--- src/differential_drive_pwm_mixer_assert.svh ---
// Assertion macros for the differential-drive PWM mixer.
// Needs a clock named clk and an active-low reset named arst_n in scope.
`ifndef DIFFERENTIAL_DRIVE_PWM_MIXER_ASSERT_SVH
`define DIFFERENTIAL_DRIVE_PWM_MIXER_ASSERT_SVH

// Same-cycle implication, checked out of reset.
`define DDPM_ASSERT_NOW(label, ante, cons) \
	label: assert property (@(posedge clk) disable iff (!arst_n) (ante) |-> (cons)) \
		else $error("ddpm assertion failed");

// Next-cycle implication, checked out of reset.
`define DDPM_ASSERT_NEXT(label, ante, cons) \
	label: assert property (@(posedge clk) disable iff (!arst_n) (ante) |=> (cons)) \
		else $error("ddpm assertion failed");

`endif

--- src/ddpm_pkg.sv ---
// Shared types and constants of the differential-drive PWM mixer.
// No dependencies.
`timescale 1ns / 1ps
`default_nettype none

package ddpm_pkg;

	localparam int SPEED_LIMIT  = 10;
	localparam int DUTY_STEP    = 102;
	localparam int DEAD_BAND    = 2;
	localparam int SHARP_FROM   = 9;
	localparam int FULL_SCALE   = 10;
	localparam int SHARP_OFFSET = 8;
	// floor(x / 10) == (x * 6554) >> 16 for x up to 7140
	localparam int DIV10_MUL    = 6554;
	localparam int DIV10_SHIFT  = 16;

	localparam int DUTY_W = 10;
	localparam int PROD_W = 13;

	// Steering decisions that ride along with the item.
	typedef struct packed {
		logic back;
		logic right;
		logic left;
		logic sharp;
	} ddpm_dir_t;

	// Stage 1: saturated magnitudes.
	typedef struct packed {
		ddpm_dir_t  dir;
		logic [3:0] spd;
		logic [3:0] mag;
	} ddpm_cls_t;

	// Stage 2: base duty and inner-wheel factor.
	typedef struct packed {
		ddpm_dir_t         dir;
		logic [DUTY_W-1:0] base;
		logic [2:0]        fac;
	} ddpm_base_t;

	// Stage 3: base duty and unscaled inner product.
	typedef struct packed {
		ddpm_dir_t         dir;
		logic [DUTY_W-1:0] base;
		logic [PROD_W-1:0] prod;
	} ddpm_prod_t;

endpackage

`default_nettype wire

--- src/ddpm_classify.sv ---
// Stage 1: saturates the requests, classifies the turn, drops idle items.
// Depends on ddpm_pkg.
`timescale 1ns / 1ps
`default_nettype none

module ddpm_classify (
	input  wire               clk,
	input  wire               arst_n,
	input  wire               in_valid,
	output logic              in_ready,
	input  wire               command,
	input  wire signed [7:0]  speed_request,
	input  wire signed [7:0]  turn_request,
	output logic              dn_valid,
	input  wire               dn_ready,
	output ddpm_pkg::ddpm_cls_t dn_data
);
	import ddpm_pkg::*;

	logic        valid_s1;
	ddpm_cls_t   data_s1;
	ddpm_cls_t   cls;
	logic        drop;
	logic signed [4:0] spd_sat;
	logic signed [4:0] trn_sat;
	logic [4:0]  spd_abs;
	logic [4:0]  trn_abs;

	function automatic logic signed [4:0] sat10(input logic signed [7:0] v);
		if (v > 8'sd10)
			return 5'sd10;
		else if (v < -8'sd10)
			return -5'sd10;
		else
			return v[4:0];
	endfunction

	always_comb begin
		spd_sat = sat10(speed_request);
		trn_sat = sat10(turn_request);
		spd_abs = spd_sat[4] ? 5'(-spd_sat) : 5'(spd_sat);
		trn_abs = trn_sat[4] ? 5'(-trn_sat) : 5'(trn_sat);
		drop = !command && (speed_request == 8'sd0) && (turn_request == 8'sd0);

		cls.dir.back  = speed_request[7];
		cls.dir.right = turn_request > 8'(DEAD_BAND);
		cls.dir.left  = turn_request < -8'sd2;
		cls.mag       = trn_abs[3:0];
		cls.dir.sharp = trn_abs[3:0] >= 4'(SHARP_FROM);
		// a stop is a zero-speed item: every duty comes out zero
		cls.spd       = command ? 4'd0 : spd_abs[3:0];
	end

	assign in_ready = !valid_s1 || dn_ready;

	always_ff @(posedge clk or negedge arst_n) begin
		if (!arst_n)
			valid_s1 <= 1'b0;
		else if (in_ready)
			valid_s1 <= in_valid && !drop;
	end

	always_ff @(posedge clk) begin
		if (in_ready && in_valid)
			data_s1 <= cls;
	end

	assign dn_valid = valid_s1;
	assign dn_data  = data_s1;

endmodule

`default_nettype wire

--- src/ddpm_scale.sv ---
// Stages 2 and 3: base duty from speed, then base times inner-wheel factor.
// Depends on ddpm_pkg.
`timescale 1ns / 1ps
`default_nettype none

module ddpm_scale (
	input  wire                  clk,
	input  wire                  arst_n,
	input  wire                  up_valid,
	output logic                 up_ready,
	input  ddpm_pkg::ddpm_cls_t  up_data,
	output logic                 dn_valid,
	input  wire                  dn_ready,
	output ddpm_pkg::ddpm_prod_t dn_data
);
	import ddpm_pkg::*;

	logic        valid_s2;
	logic        valid_s3;
	logic        ready_s3;
	ddpm_base_t  data_s2;
	ddpm_prod_t  data_s3;
	ddpm_base_t  nxt2;
	ddpm_prod_t  nxt3;
	logic [10:0] base_full;
	logic [3:0]  slow_fac;
	logic [3:0]  sharp_fac;

	// Stage 2
	always_comb begin
		base_full = {7'd0, up_data.spd} * 11'(DUTY_STEP);
		slow_fac  = 4'(FULL_SCALE) - up_data.mag;
		sharp_fac = up_data.mag - 4'(SHARP_OFFSET);
		nxt2.dir  = up_data.dir;
		nxt2.base = base_full[DUTY_W-1:0];
		if (!up_data.dir.left && !up_data.dir.right)
			nxt2.fac = 3'd0;
		else if (up_data.dir.sharp)
			nxt2.fac = sharp_fac[2:0];
		else
			nxt2.fac = slow_fac[2:0];
	end

	assign ready_s3 = !valid_s3 || dn_ready;
	assign up_ready = !valid_s2 || ready_s3;

	always_ff @(posedge clk or negedge arst_n) begin
		if (!arst_n) begin
			valid_s2 <= 1'b0;
			valid_s3 <= 1'b0;
		end else begin
			if (up_ready)
				valid_s2 <= up_valid;
			if (ready_s3)
				valid_s3 <= valid_s2;
		end
	end

	// Stage 3
	always_comb begin
		nxt3.dir  = data_s2.dir;
		nxt3.base = data_s2.base;
		nxt3.prod = PROD_W'(data_s2.base) * PROD_W'(data_s2.fac);
	end

	always_ff @(posedge clk) begin
		if (up_ready && up_valid)
			data_s2 <= nxt2;
		if (ready_s3 && valid_s2)
			data_s3 <= nxt3;
	end

	assign dn_valid = valid_s3;
	assign dn_data  = data_s3;

endmodule

`default_nettype wire

--- src/ddpm_mix.sv ---
// Stage 4: inner duty (divide by ten or halve) and routing to the four lines.
// Depends on ddpm_pkg.
`timescale 1ns / 1ps
`default_nettype none

module ddpm_mix (
	input  wire                  clk,
	input  wire                  arst_n,
	input  wire                  up_valid,
	output logic                 up_ready,
	input  ddpm_pkg::ddpm_prod_t up_data,
	output logic                 dn_valid,
	input  wire                  dn_ready,
	output logic [9:0]           lf_duty,
	output logic [9:0]           lr_duty,
	output logic [9:0]           rf_duty,
	output logic [9:0]           rr_duty
);
	import ddpm_pkg::*;

	localparam int RECIP_W = PROD_W + PROD_W;

	logic                valid_s4;
	logic [DUTY_W-1:0]   lf_s4, lr_s4, rf_s4, rr_s4;
	logic [RECIP_W-1:0]  recip;
	logic [DUTY_W-1:0]   inner;
	logic [DUTY_W-1:0]   l_dir, l_opp, r_dir, r_opp;

	always_comb begin
		recip = RECIP_W'(up_data.prod) * RECIP_W'(DIV10_MUL);
		if (up_data.dir.sharp)
			inner = up_data.prod[DUTY_W:1];
		else
			inner = recip[DIV10_SHIFT +: DUTY_W];

		l_dir = '0;
		l_opp = '0;
		r_dir = '0;
		r_opp = '0;
		if (!up_data.dir.left && !up_data.dir.right) begin
			l_dir = up_data.base;
			r_dir = up_data.base;
		end else if (up_data.dir.right) begin
			l_dir = up_data.base;
			if (up_data.dir.sharp)
				r_opp = inner;
			else
				r_dir = inner;
		end else begin
			r_dir = up_data.base;
			if (up_data.dir.sharp)
				l_opp = inner;
			else
				l_dir = inner;
		end
	end

	assign up_ready = !valid_s4 || dn_ready;

	always_ff @(posedge clk or negedge arst_n) begin
		if (!arst_n)
			valid_s4 <= 1'b0;
		else if (up_ready)
			valid_s4 <= up_valid;
	end

	always_ff @(posedge clk) begin
		if (up_ready && up_valid) begin
			lf_s4 <= up_data.dir.back ? l_opp : l_dir;
			lr_s4 <= up_data.dir.back ? l_dir : l_opp;
			rf_s4 <= up_data.dir.back ? r_opp : r_dir;
			rr_s4 <= up_data.dir.back ? r_dir : r_opp;
		end
	end

	assign dn_valid = valid_s4;
	assign lf_duty  = lf_s4;
	assign lr_duty  = lr_s4;
	assign rf_duty  = rf_s4;
	assign rr_duty  = rr_s4;

endmodule

`default_nettype wire

--- src/differential_drive_pwm_mixer.sv ---
// Top level of the differential-drive PWM mixer.
// Depends on ddpm_pkg, ddpm_classify, ddpm_scale, ddpm_mix and the assert header.
`timescale 1ns / 1ps
`default_nettype none

`include "differential_drive_pwm_mixer_assert.svh"

// Differential-drive PWM mixer. Takes one item per cycle (command, signed speed,
// signed turn) and returns four 10-bit PWM duties: forward and reverse for the
// left and right motors. Speed and turn saturate to +-10; base duty is
// |speed| * 102. Turns within +-2 drive straight, +-3..8 slow the inner wheel to
// base*(10-|turn|)/10, +-9..10 reverse the inner wheel at (|turn|-8)*base/2;
// everything truncates. A stop item gives all zeros; a motion item with both
// requests zero is consumed and gives no result. There are four register stages
// (classify, base duty, product, divide and route), and out_valid comes from the
// last of them; the sustained rate is one item per clock while out_ready is
// held high. Every stage holds its item while the next one is full, so a stall
// on out_ready backs up through in_ready without loss or duplication. No
// configuration, no state between items.
module differential_drive_pwm_mixer (
	input  wire              clk,
	input  wire              arst_n,
	input  wire              in_valid,
	output logic             in_ready,
	input  wire              command,
	input  wire signed [7:0] speed_request,
	input  wire signed [7:0] turn_request,
	output logic             out_valid,
	input  wire              out_ready,
	output logic [9:0]       left_forward_duty,
	output logic [9:0]       left_reverse_duty,
	output logic [9:0]       right_forward_duty,
	output logic [9:0]       right_reverse_duty
);
	import ddpm_pkg::*;

	logic       cls_valid, cls_ready;
	ddpm_cls_t  cls_data;
	logic       prod_valid, prod_ready;
	ddpm_prod_t prod_data;

	// stage 1: saturate, classify, drop idle items
	ddpm_classify u_classify (
		.clk           (clk),
		.arst_n        (arst_n),
		.in_valid      (in_valid),
		.in_ready      (in_ready),
		.command       (command),
		.speed_request (speed_request),
		.turn_request  (turn_request),
		.dn_valid      (cls_valid),
		.dn_ready      (cls_ready),
		.dn_data       (cls_data)
	);

	// stages 2-3: base duty, then base times inner factor
	ddpm_scale u_scale (
		.clk      (clk),
		.arst_n   (arst_n),
		.up_valid (cls_valid),
		.up_ready (cls_ready),
		.up_data  (cls_data),
		.dn_valid (prod_valid),
		.dn_ready (prod_ready),
		.dn_data  (prod_data)
	);

	// stage 4: divide / halve and route to lines; output register
	ddpm_mix u_mix (
		.clk      (clk),
		.arst_n   (arst_n),
		.up_valid (prod_valid),
		.up_ready (prod_ready),
		.up_data  (prod_data),
		.dn_valid (out_valid),
		.dn_ready (out_ready),
		.lf_duty  (left_forward_duty),
		.lr_duty  (left_reverse_duty),
		.rf_duty  (right_forward_duty),
		.rr_duty  (right_reverse_duty)
	);

	// A motor never drives both of its lines at once.
	`DDPM_ASSERT_NOW(a_left_exclusive, out_valid,
		left_forward_duty == 10'd0 || left_reverse_duty == 10'd0)
	`DDPM_ASSERT_NOW(a_right_exclusive, out_valid,
		right_forward_duty == 10'd0 || right_reverse_duty == 10'd0)
	// Duties never exceed the full base duty of 1020.
	`DDPM_ASSERT_NOW(a_duty_max, out_valid,
		left_forward_duty <= 10'd1020 && left_reverse_duty <= 10'd1020 &&
		right_forward_duty <= 10'd1020 && right_reverse_duty <= 10'd1020)
	// Back-pressure only starts from a stalled output.
	`DDPM_ASSERT_NOW(a_stall_origin, !in_ready, out_valid && !out_ready)
	// A product held in stage 3 during a stall does not change.
	`DDPM_ASSERT_NEXT(a_s3_hold, prod_valid && !prod_ready,
		prod_valid && $stable(prod_data))

endmodule

`default_nettype wire

--- config.mk ---
export PLATFORM = sky130hd
export DESIGN_NAME = differential_drive_pwm_mixer
export DESIGN_NICKNAME = d
export VERILOG_FILES = /design/src/ddpm_pkg.sv /design/src/ddpm_classify.sv /design/src/ddpm_scale.sv /design/src/ddpm_mix.sv /design/src/differential_drive_pwm_mixer.sv
export VERILOG_INCLUDE_DIRS = /design/src /design/src/src
export SDC_FILE = /design/constraint.sdc
export NUM_CORES = 1
export LEC_CHECK = 0
export BUFFER_PORTS_ARGS = -buffer_cell sky130_fd_sc_hd__buf_2
export CAP_MARGIN = 20
export CORE_MARGIN = 2
export CORE_UTILIZATION = 65
export CTS_CLUSTER_DIAMETER = 150
export DETAILED_ROUTE_END_ITERATION = 16
export PLACE_DENSITY = 0.92
export SLEW_MARGIN = 20
export SYNTH_ARGS = -nofsm -noshare
export SYNTH_HDL_FRONTEND = slang
export SYNTH_HIERARCHICAL = 1
export SYNTH_SLANG_ARGS = --single-unit
--- constraint.sdc ---
create_clock -name clk -period 11 [get_ports clk]
set_clock_uncertainty 0.05 [all_clocks]
set_input_delay 1.1 -clock clk [delete_from_list [all_inputs] [get_ports clk]]
set_output_delay 1.1 -clock clk [all_outputs]
set_load 0.005 [all_outputs]
=== After elaboration in Yosys (flattened, before gate mapping) ===
Index checks and enable logic that the tools add are counted.

* Logic and storage cells: 87
* Flip-flop bits (word level): 96
* Input port bits: 21
* Output and inout bits: 42

* Order comparisons: 7
* Add/subtract/negate cells: 4
* Reductions and logical operators: 25
* $mul: 3
* Muxes and demuxes: 22

{| class="wikitable"
|+ Operators with widths
! cell !! count
|-
| 10-bit two-way mux || 15
|-
| 12-bit by 12-bit multiplier with 24-bit output (second input constant) || 1
|-
| 5-bit two-way mux || 4
|-
| 8-bit by 5-bit > comparator with 1-bit output (second input constant) || 2
|-
| 8-bit logical NOT || 2
|-
| 8-bit by 5-bit < comparator with 1-bit output (second input constant) || 2
|-
| 9-bit by 3-bit multiplier with 12-bit output || 1
|-
| 1-bit logical NOT || 10
|-
| 1-bit logical AND || 9
|-
| 4-bit by 6-bit multiplier with 9-bit output (second input constant) || 1
|-
| 8-bit by 3-bit > comparator with 1-bit output (second input constant) || 1
|-
| 8-bit by 2-bit < comparator with 1-bit output (second input constant) || 1
|-
| 4-bit two-way mux || 2
|-
| 4-bit negation || 2
|-
| 4-bit >= comparator (second input constant) || 1
|-
| 1-bit logical OR || 4
|-
| 3-bit two-way mux || 1
|-
| 2-bit by 3-bit subtractor with 3-bit output (first input constant) || 1
|-
| 3-bit by 1-bit subtractor with 3-bit output (second input constant) || 1
|}

=== Logic depth before layout (Yosys ltp) ===
Gate-level depths: netlist of run 1.

* Word-level depth: 6
* Gate-level depth with buffers: 19

=== By module ===
The synthesis of run 1 kept the hierarchy.

{| class="wikitable"
|+ Modules (own cells, without submodules)
! module !! instances !! sequential area each (µm²) !! cells an instance !! area an instance (µm²)
|-
| ddpm_mix || 1 || 1,226.2 || 511 || 5,021.1
|-
| ddpm_scale || 1 || 1,281.2 || 185 || 2,323.5
|-
| ddpm_classify || 1 || 385.4 || 75 || 832.0
|}

=== Worst setup path after synthesis of run 1 ===
Ideal clock, no wire load.

* Kind: register -> register
* Start point: register u_scale.data_s3 (netlist bit u_scale/dn_data[7])
* End point: register u_mix.rf_s4[8] (netlist: u_mix/rf_duty[8]), data pin
* Slack: 5.989 ns
* Cell stages (with the launch flop): 18
* Path buffers: 0
* Arrival: 4.688 ns
* Path through: edfxtp_1 > ha_1 > inv_1 > fa_1 > inv_1 > fa_1 > inv_1 > fa_1 > fa_1 > inv_1 > ha_1 > a21oi_1 > o21ai_0 > a211oi_1 > nand3_1 > a31oi_1 > xor2_1 > o221ai_1

* Word-level cells in the longest chain between the ends: 6

{| class="wikitable"
|+ Ends and longest elaborated chain
! item !! RTL line !! text
|-
| from (decl) || ddpm_scale.sv:22 || <nowiki>ddpm_prod_t data_s3;</nowiki>
|-
| from (signal assigned) || ddpm_scale.sv:70 || <nowiki>data_s3 <= nxt3;</nowiki>
|-
| 12-bit by 12-bit multiplier with 24-bit output (*) || ddpm_mix.sv:30 || <nowiki>recip = RECIP_W'(up_data.prod) * RECIP_W'(DIV10_MUL);</nowiki>
|-
| 10-bit two-way mux (*) || ddpm_mix.sv:31 || <nowiki>if (up_data.dir.sharp)</nowiki>
|-
| 10-bit two-way mux || ddpm_mix.sv:45 || <nowiki>if (up_data.dir.sharp)</nowiki>
|-
| 10-bit two-way mux || ddpm_mix.sv:43 || <nowiki>end else if (up_data.dir.right) begin</nowiki>
|-
| 10-bit two-way mux || ddpm_mix.sv:40 || <nowiki>if (!up_data.dir.left && !up_data.dir.right) begin</nowiki>
|-
| 10-bit two-way mux (*) || ddpm_mix.sv:71 || <nowiki>rf_s4 <= up_data.dir.back ? r_opp : r_dir;</nowiki>
|-
| to (signal assigned) || ddpm_mix.sv:71 ||
|-
| to (decl) || ddpm_mix.sv:24 || <nowiki>logic [DUTY_W-1:0] lf_s4, lr_s4, rf_s4, rr_s4;</nowiki>
|}

Every way passes the cells marked *; elsewhere a longest branch is shown, timed or not.
A chain may end at the register's enable or synchronous reset.

=== Worst setup path after layout of run 1 ===
* Start point: register u_scale.data_s3 (netlist bit u_scale/dn_data[5])
* End point: register u_mix.rf_s4[5] (netlist: u_mix/rf_duty[5]), data pin

Same word-level chain as after synthesis.

==> key figures, run 1 <==
Worst hold path
  • Worst Hold Depth: 0
  • Worst Hold Class: flip-flop to flip-flop
  • Hold EP: u_scale/dn_data[23]
  • Hold path startpoint: u_scale/data_s2[13]

STA
  • PnR worst setup slack: about 5300 ps
  • Min Clock Period, post-route: around 5700 ps
  • Worst slew pin tran: 1070 ps
  • Max Clk Rate: 0.174 GHz
  • Setup violators final: 0
  • Hold Slack: about 370 ps
  • RSZ-0062 raised after global routing: false
  • Slew HR: 0.288
  • Fin Setup TNS: 0 ps
  • Crit share post-route: 0.522
  • Fin. max-slew vios: 0
  • Final hold violations: 0

Layout
  • FF+latch area: about 2900 µm²
  • Share of cells above drive strength 1: 0.120
  • Diodes inserted: 0
  • Post-route cell area: between 8000 and 9000 µm²
  • Fill cell count: ~840
  • Synth-to-Final Area Change: 8.64%
  • Final nets: 1005
  • Multi-input logic area: around 4700 µm²

Clock tree
  • CTS tree: yes
  • Clock Latency Late Sink: around 340 ps
  • CTS H-tree depth: 3
  • # hold bufs at CTS: 0
  • CTS root buf: clkbuf_16
  • Setup Buffers After CTS: 0
  • Clock Sinks: 96
  • Longest Clk Path Bufs: 2
  • Cts repair resizes: 0
  • Clock slew at reported path FFs: about 60 ps
  • Total CTS buffers: 9

Setup path
  • Worst Reg-to-Reg Cells: 17
  • Worst Path Arrival: approximately 5800 ps
  • Crit path max-delay family: adder cells
  • CP Class: flip-flop to flip-flop
  • Critical path peak fanout: 9
  • Crit end category: flip-flop
  • Buf/Inv on CP: 4
  • Worst path cell trace: ha_1 > inv_1 > fa_1 > fa_1 > inv_1 > fa_1 > inv_1 > fa_1 > inv_1 > ha_1 > nand4_1 > o211ai_1 > a21oi_2 > nand2_2 > a311oi_1 > xor2_1 > o221ai_1
  • Slack of the worst reg-to-reg path: roughly 5300 ps
  • RR Endpoint: u_mix/rf_duty[5]
  • CP Launch Type: flip-flop
  • Required time of the worst setup path: 11020 ps
  • Crit path largest cell delay: approximately 570 ps
  • Start of the worst register-to-register path: u_scale/dn_data[5]
  • Crit-path slowest cell: edfxtp_1

Global routing
  • Grt peak-use layer: met2
  • Initial antenna violation count: 0
  • GRT overflow: 0
  • Met3 usage: 0.0533
  • GRT Overall Usage: 0.281
  • Number of global-route vias before repair: between 5000 and 6000
  • Met2 Use GR: 0.474
  • Met1 usage: 0.361
  • Largest net degree at the start of global routing: between 40 and 50
  • First-pass GRT wire length: 29000 µm

Yosys
  • Post-Syn Instances: a little under 800
  • Mapped Area: 8140 µm²
  • Syn avg cell area: approximately 11 µm²
  • YS warnings: 6

Routing
  • Antenna viol nets, final: 0
  • Via Count: approximately 6000
  • WL per Instance: ~18 µm
  • Drt first pass iters: 7
  • WL final: around 18000 µm
  • Vias per cell: between 6 and 7
  • DRC Markers: 0
  • DRT iter0 DRCs: between 600 and 700

Placed design
  • Placer Congestion: approximately 1
  • Post-DP Area: ~8500 µm²
  • Post-DP HPWL: 14000 µm
  • Place WS: 5370 ps
  • Port-buffer cells: 62

Floorplan
  • # IOs: between 60 and 70
  • DIE AREA: approximately 13000 µm²
  • Initial Util: 0.672
  • Row count: 40
  • Die boundary width: 116 µm
  • Die span in y: ~120 µm
  • Area of the core: between 10000 and 15000 µm²

Run status
  • Status: finished clean

Job
  • Max-cap violations: 0
[metal layers]
layer | vias to the layer above | share of wire | routed length, µm
li1 | 2837 | - | -
met1 | 2887 | 0.39 | 7110
met2 | 342 | 0.49 | 8850
met3 | 63 | 0.078 | 1420
met4 | 0 | 0.040 | 718
met5 | - | 0 | 0
[cell usage in the layout, fill, tap and decap left out, types with 11 or more instances in the layout]
cell type,instances
edfxtp_1,92
nor3_1,11
o221ai_1,11
xnor2_1,15
nor2_1,27
ha_1,113
a32oi_1,16
a21oi_1,29
o21ai_0,35
fa_1,50
nand3_1,12
inv_1,123
and2_1,13
nand2_1,58
buf_2,62
a31oi_1,11
[state kept, by name, summed over array words and instances (netlist names)]
| name | count |
|---|---|
| u_mix/lr_duty | 10 |
| u_classify/dn_data | 11 |
| u_mix/rf_duty | 10 |
| u_scale/dn_data | 25 |
| u_scale/dn_valid | 1 |
| u_mix/dn_valid | 1 |
| u_mix/lf_duty | 10 |
| u_classify/dn_valid | 1 |
| u_scale/data_s2 | 16 |
| u_scale/valid_s2 | 1 |
| u_mix/rr_duty | 10 |
[cell type report]
type	instances	area share
clock inverter	5	0.00750
inverter	123	0.0522
timing repair buffer	62	0.0351
multi-input combinational	529	0.532
sequential	96	0.324
tap	168	0.0238
clock buffer	11	0.0263
[per-stage QoR]
stage	utilization	instances
6_report	0.730	994
3_5_place_dp	0.706	978
4_1_cts	0.730	994
3_3_place_gp	0.706	978
5_1_grt	0.730	994
2_1_floorplan	-	770
[worst max path at each step]
stage / start / end / slack (ps) / cells after the start
final: u_scale/dn_data[5] / u_mix/rf_duty[5] / 5260 / 17
after global routing: u_scale/dn_data[7] / u_mix/rr_duty[8] / 5070 / 17
after CTS: u_scale/dn_data[8] / u_mix/rr_duty[8] / 5350 / 17
after detailed placement: u_scale/dn_data[8] / u_mix/rr_duty[8] / 5370 / 17
after global placement: u_scale/dn_data[8] / u_mix/rf_duty[8] / 5540 / 17
after floorplan: u_scale/dn_data[7] / u_mix/rf_duty[8] / 5990 / 17
[worst register-to-register path, cell delays in order (launching register included)]
cell and delay [ps]:
edfxtp_1 570, ha_1 400, inv_1 70, fa_1 480
fa_1 550, inv_1 60, fa_1 530, inv_1 60
fa_1 530, inv_1 50, ha_1 410, nand4_1 140
o211ai_1 110, a21oi_2 280, nand2_2 130, a311oi_1 410
xor2_1 460, o221ai_1 190
Power of run 1 is not shown: default switching activity piles up to over one toggle a cycle in this logic, so the estimate is an artifact.
==> inputs of run 2 (changes only) <==
--- a/config.mk
+++ b/config.mk
@@ -9,10 +9,10 @@
 export BUFFER_PORTS_ARGS = -buffer_cell sky130_fd_sc_hd__buf_2
 export CAP_MARGIN = 20
 export CORE_MARGIN = 2
-export CORE_UTILIZATION = 65
+export CORE_UTILIZATION = 56
 export CTS_CLUSTER_DIAMETER = 150
 export DETAILED_ROUTE_END_ITERATION = 16
-export PLACE_DENSITY = 0.92
+export PLACE_DENSITY = 0.85
 export SLEW_MARGIN = 20
 export SYNTH_ARGS = -nofsm -noshare
 export SYNTH_HDL_FRONTEND = slang
==> constraint.sdc (replaced) <==
create_clock -name clk -period 4.76 [get_ports clk]
set_clock_uncertainty 0.05 [all_clocks]
set_input_delay 0.476 -clock clk [delete_from_list [all_inputs] [get_ports clk]]
set_output_delay 0.476 -clock clk [all_outputs]
set_load 0.005 [all_outputs]
==> key figures, run 2 (same netlist as run 1, synthesis figures left out) <==
Placed design
  • Placed cells: roughly 1000
  • Port-buffer cells: 62
  • Post-DP HPWL: roughly 14000 µm
  • Post-DP Area: around 9000 µm²
  • Placer Congestion: around 0.94

STA
  • RSZ-0062 raised after global routing: true
  • Max Clk Rate: approximately 0.20 GHz
  • Min Clock Period, post-route: 4960 ps
  • Worst slew pin tran: 1130 ps
  • Final hold violations: 0
  • Slew HR: 0.244
  • PnR worst setup slack: -196 ps
  • Setup violators final: 23
  • Fin. max-slew vios: 0
  • Crit share post-route: 1.04

Floorplan
  • Die boundary width: roughly 120 µm
  • # IOs: 63
  • DIE AREA: between 15000 and 20000 µm²
  • Die span in y: 125 µm
  • Area of the core: ~14000 µm²
  • Row count: 44
  • Initial Util: 0.567

Layout
  • Largest register FFs: 25
  • Most frequent cells in the layout: inv_1 (111), ha_1 (102), edfxtp_1 (92)
  • Fill cell count: between 900 and 1000
  • Share of cells above drive strength 1: 0.253
  • Post-route cell area: just under 10000 µm²
  • Synth-to-Final Area Change: 20.0%
  • Final nets: 1067
  • Most common cell after layout, fill and taps aside: inv_1
  • Non-Filler Instances: around 1100
  • Diodes inserted: 0

Run status
  • Status: finished, violations left
  • Failing checks: negative setup slack

Clock tree
  • CTS tree: yes
  • Clock Latency Late Sink: about 330 ps
  • CTS H-tree depth: 3
  • CTS root buf: clkbuf_16
  • Total CTS buffers: 9
  • Clock Sinks: 96
  • Clock slew at reported path FFs: ~60 ps
  • Longest Clk Path Bufs: 2

Setup path
  • Critical path peak fanout: 7
  • Top cell by count, worst path: fa_1
  • Start of the worst register-to-register path: u_scale/dn_data[4]
  • Worst path cell trace: ha_4 > inv_2 > fa_1 > fa_1 > inv_2 > fa_1 > inv_1 > fa_1 > inv_2 > ha_4 > nand4_1 > inv_1 > a211oi_2 > nand3_1 > a31oi_1 > xor2_1 > buf_4 > o221ai_2
  • CP startpoint: u_scale/dn_data[4]
  • Crit end category: flip-flop
  • Required time of the worst setup path: about 4800 ps
  • Worst Path Arrival: roughly 5000 ps
  • Crit-path slowest cell: fa_1
  • Buf/Inv on CP: 6
  • Crit path max-delay family: adder cells
  • Crit path largest cell delay: around 540 ps
  • CP Launch Type: flip-flop
  • CP Class: flip-flop to flip-flop

Routing
  • Via Count: around 6500
  • Antenna viol nets, final: 0
  • Drt first pass iters: 5
  • WL per Instance: approximately 18 µm
  • DRC Markers: 0
  • DRT iter0 DRCs: approximately 700
  • Vias per cell: slightly above 6
  • WL final: ~20000 µm

Global routing
  • Initial antenna violation count: 0
  • Largest net degree at the start of global routing: 41
  • GRT overflow: 0
  • Number of global-route vias before repair: about 6600
  • GRT Overall Usage: 0.248
  • First-pass GRT wire length: about 31000 µm

Worst hold path
  • Hold path startpoint: in_valid
  • Worst Hold Class: input port to flip-flop

Job
  • Max-cap violations: 0
run 2: final cells by class:
class,instances,area [µm²],area share
Tap cell,184,230,0.0236
Timing Repair Buffer,124,782,0.0800
Clock buffer,10,229,0.0234
Sequential cell,96,2860,0.293
Inverter,123,462,0.0472
Multi-Input combinational cell,529,5150,0.527
Clock inverter,6,58.8,0.00602
run 2: path summary, 6_finish.rpt:
path / end / slack, ps / depth (start not counted)
hold reg to reg: u_scale/dn_data[24] / 370 / 0
hold / removal: u_classify/dn_valid / 330 / 3
max in group asynchronous: u_scale/valid_s2 / 4120 / 2
setup / recovery: u_mix/rr_duty[8] / -200 / 18
setup reg to reg: u_mix/rr_duty[8] / -200 / 18
min in group asynchronous: u_classify/dn_valid / 420 / 2
run 2: what timing repair did:
| item | in CTS | in global routing |
|---|---|---|
| hold endpoints to repair | 4 | 0 |
| setup endpoints to repair | 33 | 37 |
| pin swaps | 35 | 26 |
| hold buffers | 1 | 0 |
| buffers inserted | 16 | 2 |
| gates resized for setup | 48 | 41 |
run 2: per-stage QoR:
stage	worst slack (ps)	hold slack (ps)	utilization	setup TNS [ps]
global route	-393	356	0.680	-6610
detailed placement	-290	234	0.624	-4930
floorplan	8.77	130	-	0
global placement	-150	233	0.624	-1570
finish	-196	335	0.680	-2660
CTS	-122	324	0.668	-844
run 2: worst register-to-register path: cells and delay by family, from the launching register on:
family,cells,cell delay [ps]
and+or+nand+nor,2,310
adders and majority gates,6,2610
xor gates and xnor gates,1,170
DFF,1,490
AOI/OAI and AO/OA,3,630
buffers and inverters,6,430
run 2: metal layers:
metal / up-vias / routed length, µm / track usage
met1: 3101 / 7390 / 0.284
met2: 366 / 10100 / 0.451
met3: 84 / 1370 / 0.0421
li1: 2953 / - / -
met5: - / 0 / 0
met4: 0 / 850 / 0.116
Power of run 2 is left out for the same reason.
